## config.mk

```make
export PLATFORM = sky130hd
export DESIGN_NAME = charge_based_lru_cache_core
export DESIGN_NICKNAME = d
export VERILOG_FILES = /design/src/sv/cbl_pkg.sv /design/src/sv/cbl_ram.sv /design/src/sv/charge_based_lru_cache_core.sv
export SDC_FILE = /design/constraint.sdc
export NUM_CORES = 2
export LEC_CHECK = 0
export BUFFER_PORTS_ARGS = -buffer_cell sky130_fd_sc_hd__buf_2
export CAP_MARGIN = 10
export CORE_MARGIN = 2
export CORE_UTILIZATION = 40
export DETAILED_ROUTE_END_ITERATION = 8
export PLACE_DENSITY = 0.57
export SLEW_MARGIN = 10
export SYNTH_ARGS = -nofsm -noshare
export SYNTH_HDL_FRONTEND = slang
export SYNTH_SLANG_ARGS = --single-unit
```

## constraint.sdc

```tcl
create_clock -name aclk -period 20.6 [get_ports aclk]
set_clock_uncertainty 0.15 [all_clocks]
set_input_delay 1.03 -clock aclk [delete_from_list [all_inputs] [get_ports aclk]]
set_output_delay 1.03 -clock aclk [all_outputs]
set_load 0.05 [all_outputs]
```

## src/sv/cbl_pkg.sv

```systemverilog
// Shared constants for the charge-based LRU cache core.
// Operation and status codes, default sizes and field widths.
// No dependencies.
package cbl_pkg;

    localparam int SLOTS_DEF      = 16;
    localparam int KEY_BITS_DEF   = 32;
    localparam int VALUE_BITS_DEF = 32;

    localparam int KEY_W    = 32;
    localparam int VALUE_W  = 32;
    localparam int CHARGE_W = 16;
    localparam int HANDLE_W = 4;
    localparam int USAGE_W  = 20;
    localparam int EVICT_W  = 5;
    localparam int REF_W    = 8;

    localparam logic [1:0] FUNC_INSERT  = 2'd0;
    localparam logic [1:0] FUNC_LOOKUP  = 2'd1;
    localparam logic [1:0] FUNC_RELEASE = 2'd2;
    localparam logic [1:0] FUNC_ERASE   = 2'd3;

    localparam logic [2:0] ST_OK         = 3'd0;
    localparam logic [2:0] ST_EXISTING   = 3'd1;
    localparam logic [2:0] ST_NOT_FOUND  = 3'd2;
    localparam logic [2:0] ST_NO_FREE    = 3'd3;
    localparam logic [2:0] ST_BAD_HANDLE = 3'd4;

    localparam logic [REF_W-1:0]   REF_MAX   = 8'd255;
    localparam logic [USAGE_W-1:0] USAGE_MAX = 20'hFFFFF;
    localparam logic [EVICT_W-1:0] EVICT_MAX = 5'd31;

endpackage

```

## src/sv/cbl_ram.sv

```systemverilog
// Generic single-write, single-read synchronous RAM with registered read.
// Read returns old data on a same-address write. No dependencies.
module cbl_ram #(
    parameter int W = 8,
    parameter int D = 16
) (
    input  logic                 clk,
    input  logic                 we,
    input  logic [$clog2(D)-1:0] wa,
    input  logic [W-1:0]         wd,
    input  logic [$clog2(D)-1:0] ra,
    output logic [W-1:0]         rd
);
    logic [W-1:0] mem [D];

    always_ff @(posedge clk) begin
        if (we) begin
            mem[wa] <= wd;
        end
        rd <= mem[ra];
    end
endmodule

```

## src/sv/charge_based_lru_cache_core.sv

```systemverilog
// Charge-based LRU cache core: control sequencer around entry RAMs.
// Depends on cbl_pkg and cbl_ram.
//
// Use:
//   Requests enter on the s_ stream (s_tuser = func; s_tdata = key, value,
//   charge, slot). One result per request leaves on the m_ stream
//   (m_tuser = status; m_tdata = handle, read_value, usage, evicted_count).
//   capacity_limit is written through cfg_wr_en / cfg_wr_data, only while idle; the core does not enforce this.
// Timing:
//   One request at a time. Release skips the key scan. Lookup, erase
//   and insert scan every slot's key RAM entry, one per cycle; an insert
//   over capacity_limit first walks the eviction list from the oldest
//   entry.
// Reset:
//   aresetn low empties the cache, clears usage and capacity_limit and the
//   output valid flag. No clearing pass is needed.
// Stall:
//   A finished result waits in the output register; the core takes the next
//   request meanwhile and holds its own result until the register frees.
module charge_based_lru_cache_core #(
    parameter int SLOTS      = cbl_pkg::SLOTS_DEF,
    parameter int KEY_BITS   = cbl_pkg::KEY_BITS_DEF,
    parameter int VALUE_BITS = cbl_pkg::VALUE_BITS_DEF
) (
    input  logic        aclk,
    input  logic        aresetn,
    input  logic        cfg_wr_en,
    input  logic [19:0] cfg_wr_data,  // capacity_limit
    input  logic        s_tvalid,
    output logic        s_tready,
    input  logic [87:0] s_tdata,      // key[31:0] value[63:32] charge[79:64] slot[83:80]
    input  logic [1:0]  s_tuser,      // func[1:0]
    output logic        m_tvalid,
    input  logic        m_tready,
    output logic [63:0] m_tdata,      // handle[3:0] read_value[35:4] usage[55:36] evicted[60:56]
    output logic [2:0]  m_tuser       // status[2:0]
);
    import cbl_pkg::*;

    localparam int IW  = $clog2(SLOTS);
    localparam int UW  = IW + CHARGE_W + 1;
    localparam int CW  = (UW > USAGE_W + 1) ? UW : USAGE_W + 1;
    localparam int KVW = KEY_BITS + VALUE_BITS;
    localparam logic [IW-1:0] LAST = IW'(SLOTS - 1);

    localparam logic [3:0] S_IDLE     = 4'd0;
    localparam logic [3:0] S_EV_RD    = 4'd1;
    localparam logic [3:0] S_EV_CHK   = 4'd2;
    localparam logic [3:0] S_SCAN     = 4'd3;
    localparam logic [3:0] S_SCAN_END = 4'd4;
    localparam logic [3:0] S_DECIDE   = 4'd5;
    localparam logic [3:0] S_ACT      = 4'd6;
    localparam logic [3:0] S_ACT2     = 4'd7;
    localparam logic [3:0] S_FIN      = 4'd8;

    logic [3:0]            state_reg, state_next;
    logic [SLOTS-1:0]      valid_reg, valid_next;
    logic [SLOTS-1:0]      tab_reg, tab_next;
    logic [IW-1:0]         oldest_reg, oldest_next;
    logic [IW-1:0]         newest_reg, newest_next;
    logic                  empty_reg, empty_next;
    logic [UW-1:0]         usage_reg, usage_next;
    logic [USAGE_W-1:0]    cap_reg;
    logic [1:0]            op_func_reg, op_func_next;
    logic [KEY_BITS-1:0]   op_key_reg, op_key_next;
    logic [VALUE_BITS-1:0] op_val_reg, op_val_next;
    logic [CHARGE_W-1:0]   op_chg_reg, op_chg_next;
    logic [HANDLE_W-1:0]   op_slot_reg, op_slot_next;
    logic [IW-1:0]         h_reg, h_next;
    logic [IW-1:0]         idx_reg, idx_next;
    logic                  pend_reg, pend_next;
    logic [IW-1:0]         pidx_reg, pidx_next;
    logic                  found_reg, found_next;
    logic [IW-1:0]         fslot_reg, fslot_next;
    logic                  free_reg, free_next;
    logic [IW-1:0]         free_slot_reg, free_slot_next;
    logic [EVICT_W-1:0]    evict_reg, evict_next;
    logic [2:0]            res_st_reg, res_st_next;
    logic [HANDLE_W-1:0]   res_h_reg, res_h_next;
    logic [VALUE_W-1:0]    res_v_reg, res_v_next;
    logic                  m_valid_reg, m_valid_next;
    logic [63:0]           m_data_reg, m_data_next;
    logic [2:0]            m_user_reg, m_user_next;

    logic [IW-1:0]       rd_addr;
    logic [KVW-1:0]      kv_q;
    logic [CHARGE_W-1:0] chg_q;
    logic [REF_W-1:0]    ref_q;
    logic [IW-1:0]       newer_q, older_q;
    logic                ins_we;
    logic [IW-1:0]       ins_wa;
    logic                ref_we;
    logic [IW-1:0]       ref_wa;
    logic [REF_W-1:0]    ref_wd;
    logic                nw_we, ol_we;
    logic [IW-1:0]       nw_wa, nw_wd, ol_wa, ol_wd;

    logic                unl_en;
    logic [IW-1:0]       unl_s, unl_o, unl_n;
    logic [CW-1:0]       need;
    logic [UW-1:0]       usage_after;
    logic [IW-1:0]       sidx;
    logic                slot_ok;
    logic                rel_ok;
    logic [REF_W-1:0]    ref_dec;
    logic [KEY_BITS-1:0] in_key;
    logic [CHARGE_W-1:0] in_chg;
    logic [USAGE_W-1:0]  usage_sat;

    cbl_ram #(.W(KVW), .D(SLOTS)) u_kv (
        .clk(aclk), .we(ins_we), .wa(ins_wa), .wd({op_key_reg, op_val_reg}),
        .ra(rd_addr), .rd(kv_q));
    cbl_ram #(.W(CHARGE_W), .D(SLOTS)) u_chg (
        .clk(aclk), .we(ins_we), .wa(ins_wa), .wd(op_chg_reg),
        .ra(rd_addr), .rd(chg_q));
    cbl_ram #(.W(REF_W), .D(SLOTS)) u_ref (
        .clk(aclk), .we(ref_we), .wa(ref_wa), .wd(ref_wd),
        .ra(rd_addr), .rd(ref_q));
    cbl_ram #(.W(IW), .D(SLOTS)) u_newer (
        .clk(aclk), .we(nw_we), .wa(nw_wa), .wd(nw_wd),
        .ra(rd_addr), .rd(newer_q));
    cbl_ram #(.W(IW), .D(SLOTS)) u_older (
        .clk(aclk), .we(ol_we), .wa(ol_wa), .wd(ol_wd),
        .ra(rd_addr), .rd(older_q));

    assign s_tready  = (state_reg == S_IDLE);
    assign m_tvalid  = m_valid_reg;
    assign m_tdata   = m_data_reg;
    assign m_tuser   = m_user_reg;
    assign in_key    = KEY_BITS'(s_tdata[31:0]);
    assign in_chg    = s_tdata[79:64];
    assign sidx      = IW'(op_slot_reg);
    assign slot_ok   = (32'(op_slot_reg) < SLOTS);
    assign ref_dec   = ref_q - 1'b1;
    assign usage_sat = (usage_reg > UW'(USAGE_MAX)) ? USAGE_MAX : USAGE_W'(usage_reg);

    always_comb begin
        unique case (state_reg)
            S_SCAN:   rd_addr = idx_reg;
            S_DECIDE: rd_addr = (op_func_reg == FUNC_RELEASE) ? sidx : fslot_reg;
            default:  rd_addr = h_reg;
        endcase
    end

    always_comb begin
        state_next     = state_reg;
        valid_next     = valid_reg;
        tab_next       = tab_reg;
        oldest_next    = oldest_reg;
        newest_next    = newest_reg;
        empty_next     = empty_reg;
        usage_next     = usage_reg;
        op_func_next   = op_func_reg;
        op_key_next    = op_key_reg;
        op_val_next    = op_val_reg;
        op_chg_next    = op_chg_reg;
        op_slot_next   = op_slot_reg;
        h_next         = h_reg;
        idx_next       = idx_reg;
        pend_next      = pend_reg;
        pidx_next      = pidx_reg;
        found_next     = found_reg;
        fslot_next     = fslot_reg;
        free_next      = free_reg;
        free_slot_next = free_slot_reg;
        evict_next     = evict_reg;
        res_st_next    = res_st_reg;
        res_h_next     = res_h_reg;
        res_v_next     = res_v_reg;
        m_valid_next   = m_valid_reg && !m_tready;
        m_data_next    = m_data_reg;
        m_user_next    = m_user_reg;
        ins_we = 1'b0;
        ins_wa = free_slot_reg;
        ref_we = 1'b0;
        ref_wa = fslot_reg;
        ref_wd = ref_q;
        nw_we  = 1'b0;
        nw_wa  = newest_reg;
        nw_wd  = fslot_reg;
        ol_we  = 1'b0;
        ol_wa  = fslot_reg;
        ol_wd  = newest_reg;
        unl_en = 1'b0;
        unl_s  = fslot_reg;
        unl_o  = older_q;
        unl_n  = newer_q;
        need        = CW'(usage_reg) + CW'(in_chg);
        usage_after = usage_reg;
        rel_ok      = 1'b0;

        // key compare and free-slot search, one RAM entry behind the scan address
        if (pend_reg) begin
            if (valid_reg[pidx_reg] && tab_reg[pidx_reg] && !found_reg
                    && kv_q[KVW-1:VALUE_BITS] == op_key_reg) begin
                found_next = 1'b1;
                fslot_next = pidx_reg;
            end
            if (!valid_reg[pidx_reg] && !free_reg) begin
                free_next      = 1'b1;
                free_slot_next = pidx_reg;
            end
        end

        unique case (state_reg)
            S_IDLE: begin
                if (s_tvalid) begin
                    op_func_next = s_tuser;
                    op_key_next  = in_key;
                    op_val_next  = VALUE_BITS'(s_tdata[63:32]);
                    op_chg_next  = in_chg;
                    op_slot_next = s_tdata[83:80];
                    evict_next   = '0;
                    idx_next     = '0;
                    found_next   = 1'b0;
                    free_next    = 1'b0;
                    h_next       = oldest_reg;
                    if (s_tuser == FUNC_RELEASE) begin
                        state_next = S_DECIDE;
                    end else if (s_tuser == FUNC_INSERT && !empty_reg
                            && need > CW'(cap_reg)) begin
                        state_next = S_EV_RD;
                    end else begin
                        state_next = S_SCAN;
                    end
                end
            end
            S_EV_RD: begin
                state_next = S_EV_CHK;
            end
            S_EV_CHK: begin
                if (ref_q == '0) begin
                    unl_en = 1'b1;
                    unl_s  = h_reg;
                    usage_after = usage_reg - UW'(chg_q);
                    valid_next[h_reg] = 1'b0;
                    tab_next[h_reg]   = 1'b0;
                    if (evict_reg != EVICT_MAX) begin
                        evict_next = evict_reg + 1'b1;
                    end
                end
                usage_next = usage_after;
                h_next     = newer_q;
                need       = CW'(usage_after) + CW'(op_chg_reg);
                if (h_reg != newest_reg && need > CW'(cap_reg)) begin
                    state_next = S_EV_RD;
                end else begin
                    idx_next   = '0;
                    found_next = 1'b0;
                    free_next  = 1'b0;
                    state_next = S_SCAN;
                end
            end
            S_SCAN: begin
                pend_next = 1'b1;
                pidx_next = idx_reg;
                idx_next  = idx_reg + 1'b1;
                if (idx_reg == LAST) begin
                    state_next = S_SCAN_END;
                end
            end
            S_SCAN_END: begin
                pend_next  = 1'b0;
                state_next = S_DECIDE;
            end
            S_DECIDE: begin
                state_next = S_ACT;
            end
            S_ACT: begin
                state_next = S_FIN;
                res_st_next = ST_OK;
                res_h_next  = '0;
                res_v_next  = '0;
                case (op_func_reg)
                    FUNC_INSERT: begin
                        if (found_reg) begin
                            ref_we = 1'b1;
                            ref_wd = (ref_q == REF_MAX) ? ref_q : ref_q + 1'b1;
                            res_st_next = ST_EXISTING;
                            res_h_next  = HANDLE_W'(fslot_reg);
                            res_v_next  = VALUE_W'(kv_q[VALUE_BITS-1:0]);
                        end else if (!free_reg) begin
                            res_st_next = ST_NO_FREE;
                        end else begin
                            ins_we = 1'b1;
                            ref_we = 1'b1;
                            ref_wa = free_slot_reg;
                            ref_wd = REF_W'(1);
                            valid_next[free_slot_reg] = 1'b1;
                            tab_next[free_slot_reg]   = 1'b1;
                            if (empty_reg) begin
                                oldest_next = free_slot_reg;
                                empty_next  = 1'b0;
                            end else begin
                                ol_we = 1'b1;
                                ol_wa = free_slot_reg;
                                nw_we = 1'b1;
                                nw_wd = free_slot_reg;
                            end
                            newest_next = free_slot_reg;
                            usage_next  = usage_reg + UW'(op_chg_reg);
                            res_h_next  = HANDLE_W'(free_slot_reg);
                            res_v_next  = VALUE_W'(op_val_reg);
                        end
                    end
                    FUNC_LOOKUP: begin
                        if (found_reg) begin
                            unl_en = 1'b1;
                            ref_we = 1'b1;
                            ref_wd = (ref_q == REF_MAX) ? ref_q : ref_q + 1'b1;
                            res_h_next = HANDLE_W'(fslot_reg);
                            res_v_next = VALUE_W'(kv_q[VALUE_BITS-1:0]);
                            state_next = S_ACT2;
                        end else begin
                            res_st_next = ST_NOT_FOUND;
                        end
                    end
                    FUNC_RELEASE: begin
                        res_h_next = op_slot_reg;
                        rel_ok = slot_ok && valid_reg[sidx] && (ref_q != '0);
                        if (rel_ok) begin
                            ref_we = 1'b1;
                            ref_wa = sidx;
                            ref_wd = ref_dec;
                            if (ref_dec == '0 && !tab_reg[sidx]) begin
                                unl_en = 1'b1;
                                unl_s  = sidx;
                                usage_next = usage_reg - UW'(chg_q);
                                valid_next[sidx] = 1'b0;
                            end
                        end else begin
                            res_st_next = ST_BAD_HANDLE;
                        end
                    end
                    default: begin
                        if (found_reg) begin
                            res_h_next = HANDLE_W'(fslot_reg);
                            tab_next[fslot_reg] = 1'b0;
                            if (ref_q == '0) begin
                                unl_en = 1'b1;
                                usage_next = usage_reg - UW'(chg_q);
                                valid_next[fslot_reg] = 1'b0;
                            end
                        end else begin
                            res_st_next = ST_NOT_FOUND;
                        end
                    end
                endcase
            end
            S_ACT2: begin
                state_next = S_FIN;
                if (empty_reg) begin
                    oldest_next = fslot_reg;
                    empty_next  = 1'b0;
                end else begin
                    ol_we = 1'b1;
                    nw_we = 1'b1;
                end
                newest_next = fslot_reg;
            end
            S_FIN: begin
                if (!m_valid_reg || m_tready) begin
                    m_valid_next = 1'b1;
                    m_user_next  = res_st_reg;
                    m_data_next  = {3'b000, evict_reg, usage_sat, res_v_reg, res_h_reg};
                    state_next   = S_IDLE;
                end
            end
            default: begin
                state_next = S_IDLE;
            end
        endcase

        // unlink from the recency list
        if (unl_en) begin
            if (unl_s == oldest_reg && unl_s == newest_reg) begin
                empty_next = 1'b1;
            end else if (unl_s == oldest_reg) begin
                oldest_next = unl_n;
            end else if (unl_s == newest_reg) begin
                newest_next = unl_o;
            end else begin
                nw_we = 1'b1;
                nw_wa = unl_o;
                nw_wd = unl_n;
                ol_we = 1'b1;
                ol_wa = unl_n;
                ol_wd = unl_o;
            end
        end
    end

    always_ff @(posedge aclk) begin
        if (!aresetn) begin
            state_reg   <= S_IDLE;
            valid_reg   <= '0;
            tab_reg     <= '0;
            oldest_reg  <= '0;
            newest_reg  <= '0;
            empty_reg   <= 1'b1;
            usage_reg   <= '0;
            cap_reg     <= '0;
            pend_reg    <= 1'b0;
            found_reg   <= 1'b0;
            free_reg    <= 1'b0;
            evict_reg   <= '0;
            m_valid_reg <= 1'b0;
        end else begin
            state_reg   <= state_next;
            valid_reg   <= valid_next;
            tab_reg     <= tab_next;
            oldest_reg  <= oldest_next;
            newest_reg  <= newest_next;
            empty_reg   <= empty_next;
            usage_reg   <= usage_next;
            pend_reg    <= pend_next;
            found_reg   <= found_next;
            free_reg    <= free_next;
            evict_reg   <= evict_next;
            m_valid_reg <= m_valid_next;
            if (cfg_wr_en) begin
                cap_reg <= cfg_wr_data;
            end
        end
    end

    always_ff @(posedge aclk) begin
        op_func_reg   <= op_func_next;
        op_key_reg    <= op_key_next;
        op_val_reg    <= op_val_next;
        op_chg_reg    <= op_chg_next;
        op_slot_reg   <= op_slot_next;
        h_reg         <= h_next;
        idx_reg       <= idx_next;
        pidx_reg      <= pidx_next;
        fslot_reg     <= fslot_next;
        free_slot_reg <= free_slot_next;
        res_st_reg    <= res_st_next;
        res_h_reg     <= res_h_next;
        res_v_reg     <= res_v_next;
        m_data_reg    <= m_data_next;
        m_user_reg    <= m_user_next;
    end
endmodule

```

* After elaboration in Yosys (flattened, before gate mapping)
Memory sizes are Yosys's and may differ from the RTL's. A register that Yosys moved wholly into a read port is not among the register bits. Index checks and enable logic that the tools add are counted. W data, S select, Z words.
Storage, ports and cells: bits in registers 304, latch bits 0, bits in writable memories 1536, bits in read-only memories 0, logic and storage cells 311, memories kept 5
Cells by class: add/sub/neg operators 8, multipliers 0, div/mod/pow operators 0, order comparisons 12, equal/unequal tests 33, shifts and indexed selects 0, multiplexer cells 169, bitwise gates (word level) 10, reductions and logical operators 45
Memories:
- u_kv.mem | words 16, width 64, rd ports 1, clocked after memory_dff 1, write ports 1, RTL line cbl_ram.sv:14 | logic [W-1:0] mem [D];
- u_chg.mem | words 16, width 16, rd ports 1, clocked after memory_dff 1, write ports 1, RTL line cbl_ram.sv:14
- u_ref.mem | words 16, width 8, rd ports 1, clocked after memory_dff 1, write ports 1, RTL line cbl_ram.sv:14
- u_newer.mem | words 16, width 4, rd ports 1, clocked after memory_dff 1, write ports 1, RTL line cbl_ram.sv:14
- u_older.mem | words 16, width 4, rd ports 1, clocked after memory_dff 1, write ports 1, RTL line cbl_ram.sv:14
Operators with widths (count):
- $mux W4 | 48
- $mux W16 | 11
- $mux W21 | 7
- $mux W32 | 3
- $pmux W16 S2 | 3
- $and A16 B16 Y16 | 5
- $pmux W32 S2 | 1
- $add A21 B16 Y21 | 3
- $pmux W21 S3 | 1
- $pmux W4 S2 | 7
- $mux W1 | 49
- $mux W8 | 6
- $not A16 Y16 | 3
- $pmux W16 S3 | 1
- $gt A21 B20 Y1 | 2
- $pmux W21 S2 | 1
- $pmux W4 S9 | 1
- $eq A32 B32 Y1 | 1
- $or A16 B16 Y16 | 2
- $lt A4 B5 Y1 const B | 5
- $pmux W8 S3 | 1
- $gt A21 B20 Y1 const B | 1
- $sub A21 B16 Y21 | 1
- $bmux W1 S4 | 4
- 43 further kinds | 110

* Longest topological paths before layout
depth in word-level cells 15, mapped depth 33, depth with buffers taken out 33

* Cells and area by module
From an unflattened synthesis, not the netlist that was laid out.
Second synthesis, totals: cell total of the unflattened synthesis 4477, area total of the unflattened synthesis 78716.7 um^2
By module, submodules not included:
- cbl_ram at u_kv | instances 1, cells each 1647, area an instance 39581.7 um^2, seq. area each 32030.7 um^2
- charge_based_lru_cache_core | instances 1, cells each 1909, area an instance 18612.9 um^2, seq. area each 8177.8 um^2
- cbl_ram at u_chg | instances 1, cells each 432, area an instance 10042.1 um^2, seq. area each 8007.7 um^2
- cbl_ram at u_newer ... | instances 2, cells each 130, area an instance 2666.3 um^2, seq. area each 2001.9 um^2
- cbl_ram at u_ref | instances 1, cells each 229, area an instance 5147.4 um^2, seq. area each 4003.8 um^2

* Worst setup path before layout
No wires, ideal clock.
path kind reg-to-reg, from reg usage_reg[0], to reg idx_reg[0] (enable), library setup time 0.372 ns, data arrival time 6.441 ns, data required time 20.078 ns, slack 13.637 ns, stages on the path, launching flop included 34, buffers on the path 0, path through dfxtp_1 inv_1 ha_1 inv_1 fa_1 a211oi_1 o21a_1 o31a_1 nor2b_1 nor2_1 xnor2_1 nand2_1 nand2_1 ha_1 and2_1 and3_1 a221oi_1 nand3_1 a31o_2 a21oi_1 a2111oi_0 or2_2 xnor2_1 ha_1 a21o_1 a211oi_1 o21ai_0 a211o_1 a221o_1 o2bb2ai_1 o41a_1 o31ai_1 o31ai_1 a211oi_1
Between the ends: cells in the longest elaborated chain, start to end 8
Ends and longest elaborated chain:
- from (decl) | RTL line charge_based_lru_cache_core.sv:62 | logic [UW-1:0] usage_reg, usage_next;
- from (signal assigned) | RTL line charge_based_lru_cache_core.sv:415 | usage_reg <= usage_next;
- $sub A21 B16 Y21 | RTL line charge_based_lru_cache_core.sv:235 | usage_after = usage_reg - UW'(chg_q);
- $mux W21 * | RTL line charge_based_lru_cache_core.sv:232 | if (ref_q == '0) begin
- $mux W21 * | RTL line charge_based_lru_cache_core.sv:205 | unique case (state_reg)
- $add A21 B16 Y21 * | RTL line charge_based_lru_cache_core.sv:244 | need = CW'(usage_after) + CW'(op_chg_reg);
- $gt A21 B20 Y1 * | RTL line charge_based_lru_cache_core.sv:245 | if (h_reg != newest_reg && need > CW'(cap_reg)) begin
- $logic_and A1 B1 Y1 * | RTL line charge_based_lru_cache_core.sv:245
- $ne A2 B2 Y1 (no line) *
- $reduce_and A3 Y1 (no line) *
- to (signal assigned) | RTL line charge_based_lru_cache_core.sv:434 | idx_reg <= idx_next;
- to (decl) | RTL line charge_based_lru_cache_core.sv:70 | logic [IW-1:0] idx_reg, idx_next;
Every way passes the cells marked *; elsewhere a longest branch is shown, timed or not. The select of a mux whose other input is x is not followed. A chain may end at the register's enable or synchronous reset.

* Worst setup path in the final report
from reg u_ref.rd[0] (read register of u_ref.mem), to reg idx_reg[0] (enable)
Between the ends: cells in the longest elaborated chain, start to end 8
Ends and longest elaborated chain:
- from (decl) | RTL line cbl_ram.sv:12 | output logic [W-1:0] rd
- $logic_not A8 Y1 | RTL line charge_based_lru_cache_core.sv:232
- $mux W21 | RTL line charge_based_lru_cache_core.sv:232
- $mux W21 | RTL line charge_based_lru_cache_core.sv:205
- $add A21 B16 Y21 | RTL line charge_based_lru_cache_core.sv:244
- $gt A21 B20 Y1 | RTL line charge_based_lru_cache_core.sv:245
- $logic_and A1 B1 Y1 | RTL line charge_based_lru_cache_core.sv:245
- $ne A2 B2 Y1 (no line)
- $reduce_and A3 Y1 (no line)
Every way passes these cells. The select of a mux whose other input is x is not followed.

==> run_summary.xml <==
<?xml version="1.0" encoding="UTF-8"?>
<metrics>
  <group name="status">
    <metric name="status" unit="">complete, no violations</metric>
  </group>
  <group name="clock_tree">
    <metric name="hold_buffers" unit="">0</metric>
    <metric name="clkTransAtPathRegs" unit="ns">0.06</metric>
    <metric name="cts-root-buf" unit="">sky130_fd_sc_hd__clkbuf_16</metric>
    <metric name="post_cts_resized" unit="">0</metric>
    <metric name="cts_post_setup_buffers_inserted" unit="">0</metric>
    <metric name="cts_buffers" unit="">195</metric>
    <metric name="tritoncts" unit="">yes</metric>
    <metric name="clk-insertion-delay-late" unit="ns">0.85</metric>
    <metric name="cts-htree-levels" unit="">4</metric>
    <metric name="clock_sink_count" unit="">1936</metric>
    <metric name="clock_path_buffers" unit="">3</metric>
  </group>
  <group name="synth">
    <metric name="synth_enable_flop_cells" unit="">1745</metric>
    <metric name="synth.avg_cell_area" unit="sq um">13.02</metric>
    <metric name="synth_cells" unit="">6276</metric>
    <metric name="synth_most_common_cell" unit="">sky130_fd_sc_hd__edfxtp_1</metric>
    <metric name="post-synth-top-area-fraction" unit="%">64.14</metric>
    <metric name="synth_ff_type" unit="">sky130_fd_sc_hd__edfxtp_1</metric>
    <metric name="yosys-top-cells-area" unit="">sky130_fd_sc_hd__edfxtp_1 64%, sky130_fd_sc_hd__dfxtp_1 4.7%, sky130_fd_sc_hd__nand2_1 4.6%</metric>
    <metric name="postSynth.asyncResetShare" unit="%">0</metric>
    <metric name="synth_seq_cells" unit="">1936</metric>
    <metric name="netlist_top_cells_count" unit="">1745 x sky130_fd_sc_hd__edfxtp_1, 1010 x sky130_fd_sc_hd__nand2_1, 503 x sky130_fd_sc_hd__a211oi_1, 406 x sky130_fd_sc_hd__clkbuf_1, 381 x sky130_fd_sc_hd__and2_1</metric>
    <metric name="yosys_warnings" unit="">0</metric>
    <metric name="synth.largest_area_cell" unit="">sky130_fd_sc_hd__edfxtp_1</metric>
    <metric name="syn-cell-area" unit="sq um">81690</metric>
    <metric name="synth_cell_types" unit="">81</metric>
    <metric name="ys_seq_area_share" unit="%">68.83</metric>
  </group>
  <group name="floorplanning">
    <metric name="design.core.area" unit="sq um">202500</metric>
    <metric name="die_h" unit="um">455.9</metric>
    <metric name="dieArea" unit="sq um">207900</metric>
    <metric name="top_level_ports" unit="">184</metric>
    <metric name="rows" unit="">165</metric>
    <metric name="initial_core_util" unit="%">40.34</metric>
    <metric name="chipWidth" unit="um">455.9</metric>
  </group>
  <group name="worst_setup_path">
    <metric name="crit-reg2reg-launch" unit="">u_ref.rd[0]$_DFF_P_</metric>
    <metric name="worstSetupEndpointType" unit="">register</metric>
    <metric name="critPathMaxStageDelay" unit="ns">0.77</metric>
    <metric name="critical-path-slowest-cell" unit="">sky130_fd_sc_hd__nor3b_1</metric>
    <metric name="critPathKind" unit="">register to register</metric>
    <metric name="cp_common_cell" unit="">sky130_fd_sc_hd__ha_1</metric>
    <metric name="cp.required" unit="ns">20.92</metric>
    <metric name="crit_fanout" unit="">18</metric>
    <metric name="cp.arrival" unit="ns">8.90</metric>
    <metric name="ff2ff_path_depth" unit="">29</metric>
    <metric name="critical_path.startpoint" unit="">u_ref.rd[0]$_DFF_P_</metric>
    <metric name="worstSetupStartpointType" unit="">register</metric>
  </group>
  <group name="global_routing">
    <metric name="grt_start_max_net_pins" unit="">212</metric>
    <metric name="grt_pass1_wl" unit="um">320600</metric>
    <metric name="grt_pass1_vias" unit="">50220</metric>
    <metric name="number_of_antenna_violations_at_the_first_check_in_global_routing" unit="">5</metric>
    <metric name="track_usage" unit="%">20.12</metric>
    <metric name="globalRoute.totalOverflow" unit="">0</metric>
  </group>
  <group name="route">
    <metric name="wl_per_cell" unit="um">23.50</metric>
    <metric name="violation_count_after_the_first_detailed_routing_iteration" unit="">4907</metric>
    <metric name="highest_layer" unit="">met4</metric>
    <metric name="antenna_left" unit="">0</metric>
    <metric name="via_per_inst" unit="">5.643</metric>
    <metric name="detailroute.wirelength.met2" unit="um">103500</metric>
    <metric name="routed-via-count" unit="">51630</metric>
    <metric name="met3_wirelength" unit="um">10370</metric>
    <metric name="detail_route.first_pass.iterations" unit="">8</metric>
    <metric name="post-route-drc-count" unit="">0</metric>
    <metric name="drt-met1-wl" unit="um">95070</metric>
    <metric name="wl_final" unit="um">215000</metric>
  </group>
  <group name="placed_design">
    <metric name="port_buffers" unit="">176</metric>
    <metric name="dpl_worst_slack" unit="ns">12.16</metric>
    <metric name="place_inst" unit="">8780</metric>
    <metric name="place_congestion" unit="">0.8837</metric>
    <metric name="hpwl" unit="um">114400</metric>
  </group>
  <group name="final_layout">
    <metric name="post_layout_nonfiller_instances" unit="">9150</metric>
    <metric name="sequential_cell_area" unit="sq um">56220</metric>
    <metric name="largest-register" unit="">u_kv.mem</metric>
    <metric name="flip_flop_count_of_the_largest_register_after_layout" unit="">1024</metric>
    <metric name="finalCoreUtilization" unit="%">45.38</metric>
    <metric name="multiInputGateArea" unit="sq um">23750</metric>
    <metric name="synthToLayoutAreaGrowth" unit="%">12.52</metric>
    <metric name="top_regs" unit="">u_kv.mem: 1024 flops, u_chg.mem: 256 flops, u_ref.mem: 128 flops</metric>
    <metric name="finish.net_count" unit="">6540</metric>
    <metric name="drive_above_1_share" unit="%">10.38</metric>
    <metric name="nFillCells" unit="">17880</metric>
  </group>
  <group name="sta">
    <metric name="maxSlewHeadroom" unit="%">22.80</metric>
    <metric name="hold_viol" unit="">0</metric>
    <metric name="fin_tns_setup" unit="ns">0</metric>
    <metric name="min_period" unit="ns">8.579</metric>
    <metric name="timing.final.setup_violations" unit="">0</metric>
    <metric name="tightestPinTransition" unit="ns">1.158</metric>
    <metric name="finalMaxSlewViolations" unit="">0</metric>
    <metric name="fmax" unit="MHz">116.6</metric>
    <metric name="fin_worst_hold_slack" unit="ns">0.1827</metric>
    <metric name="rsz_0062_raised_after_global_routing" unit="">false</metric>
    <metric name="final_cycle_utilization_of_the_critical_path" unit="%">41.65</metric>
    <metric name="post-route-worst-setup-slack" unit="ns">12.02</metric>
  </group>
  <group name="power">
    <metric name="power.density_cell_area" unit="nW/um^2">142.5</metric>
    <metric name="total_leakage_power" unit="nW">30.24</metric>
    <metric name="largest_vdd_supply_drop" unit="mV">0.1489</metric>
  </group>
  <group name="hold_path">
    <metric name="worst_hold_path.num_cells" unit="">1</metric>
    <metric name="hold_path_startpoint" unit="">s_tdata[40]</metric>
    <metric name="timing.hold.worst.class" unit="">primary input to register</metric>
  </group>
  <group name="flow_run">
    <metric name="maxCapViolations" unit="">0</metric>
  </group>
</metrics>
[cells by family after synthesis]
group,count (synthesis),synth area share (%)
xor+xnor,114,1.222
flops,1936,68.83
other cells,1,0.004590
simple gates,1912,10.82
fa+ha+maj,120,1.875
buf+inv,510,2.371
mux,102,1.516
compound gates,1581,13.37
[power by group]
| part | internal (mW) | total [mW] | switching [mW] |
|---|---|---|---|
| Clock | 2.09 | 3.64 | 1.55 |
| Sequential | 4.68 | 5.01 | 0.326 |
| Combinational | 1.47 | 4.44 | 2.97 |
| Total | 8.25 | 13.1 | 4.84 |
[cell type report]
class | count | share of cell area, %
antenna | 2 | 0.005445
sequential | 1936 | 61.17
multi-input combinational | 3832 | 25.84
timing repair buffer | 264 | 1.759
tap | 2672 | 3.637
inverter | 76 | 0.3172
clock inverter | 135 | 1.663
clock buffer | 233 | 5.608
[worst max-delay path: cells and delay by family, from the launching register on]
family	cells	cell delay (ns)
XOR/XNOR	1	0.10
AND/OR/NAND/NOR	6	1.52
adder cells (fa/ha/maj)	3	0.68
AO/OA/AOI/OAI	15	4.43
flip-flops	1	0.42
multiplexers	1	0.43
buffers and inverters	3	0.47
[metal layers]
metal / up-vias / track usage (%)
li1: 23900 / -
met5: - / 0
met4: 0 / 6.164
met2: 1454 / 33.19
met3: 322 / 2.539
met1: 25950 / 27.73
[through the flow]
stage / power, mW / instance area, sq um
3_3_place_gp: 9.462 / 85230
6_report: 13.10 / 91920
4_1_cts: 13.18 / 91910
3_5_place_dp: 9.521 / 85230
2_1_floorplan: 8.230 / 81700
5_1_grt: 13.84 / 91910
[placed cells by master, fill, tap and decap left out, types with 191 or more instances in the layout]
master	n
sky130_fd_sc_hd__a311oi_1	200
sky130_fd_sc_hd__nand2_1	1010
sky130_fd_sc_hd__and2_1	381
sky130_fd_sc_hd__a31oi_1	223
sky130_fd_sc_hd__a211oi_1	503
sky130_fd_sc_hd__a21oi_1	319
sky130_fd_sc_hd__clkbuf_16	197
sky130_fd_sc_hd__nor2_1	198
sky130_fd_sc_hd__edfxtp_1	1745
sky130_fd_sc_hd__dfxtp_1	191
[final timing paths]
check                             end  slack [ns]
max          idx_reg[0]$_SDFFCE_PN0P_       12.02
min           op_val_reg[8]$_DFFE_PP_        0.18
max reg2reg  idx_reg[0]$_SDFFCE_PN0P_       12.02
min reg2reg      m_tdata[6]$_DFFE_PP_        0.25
No activity file was read; power rests on OpenSTA's default activity.
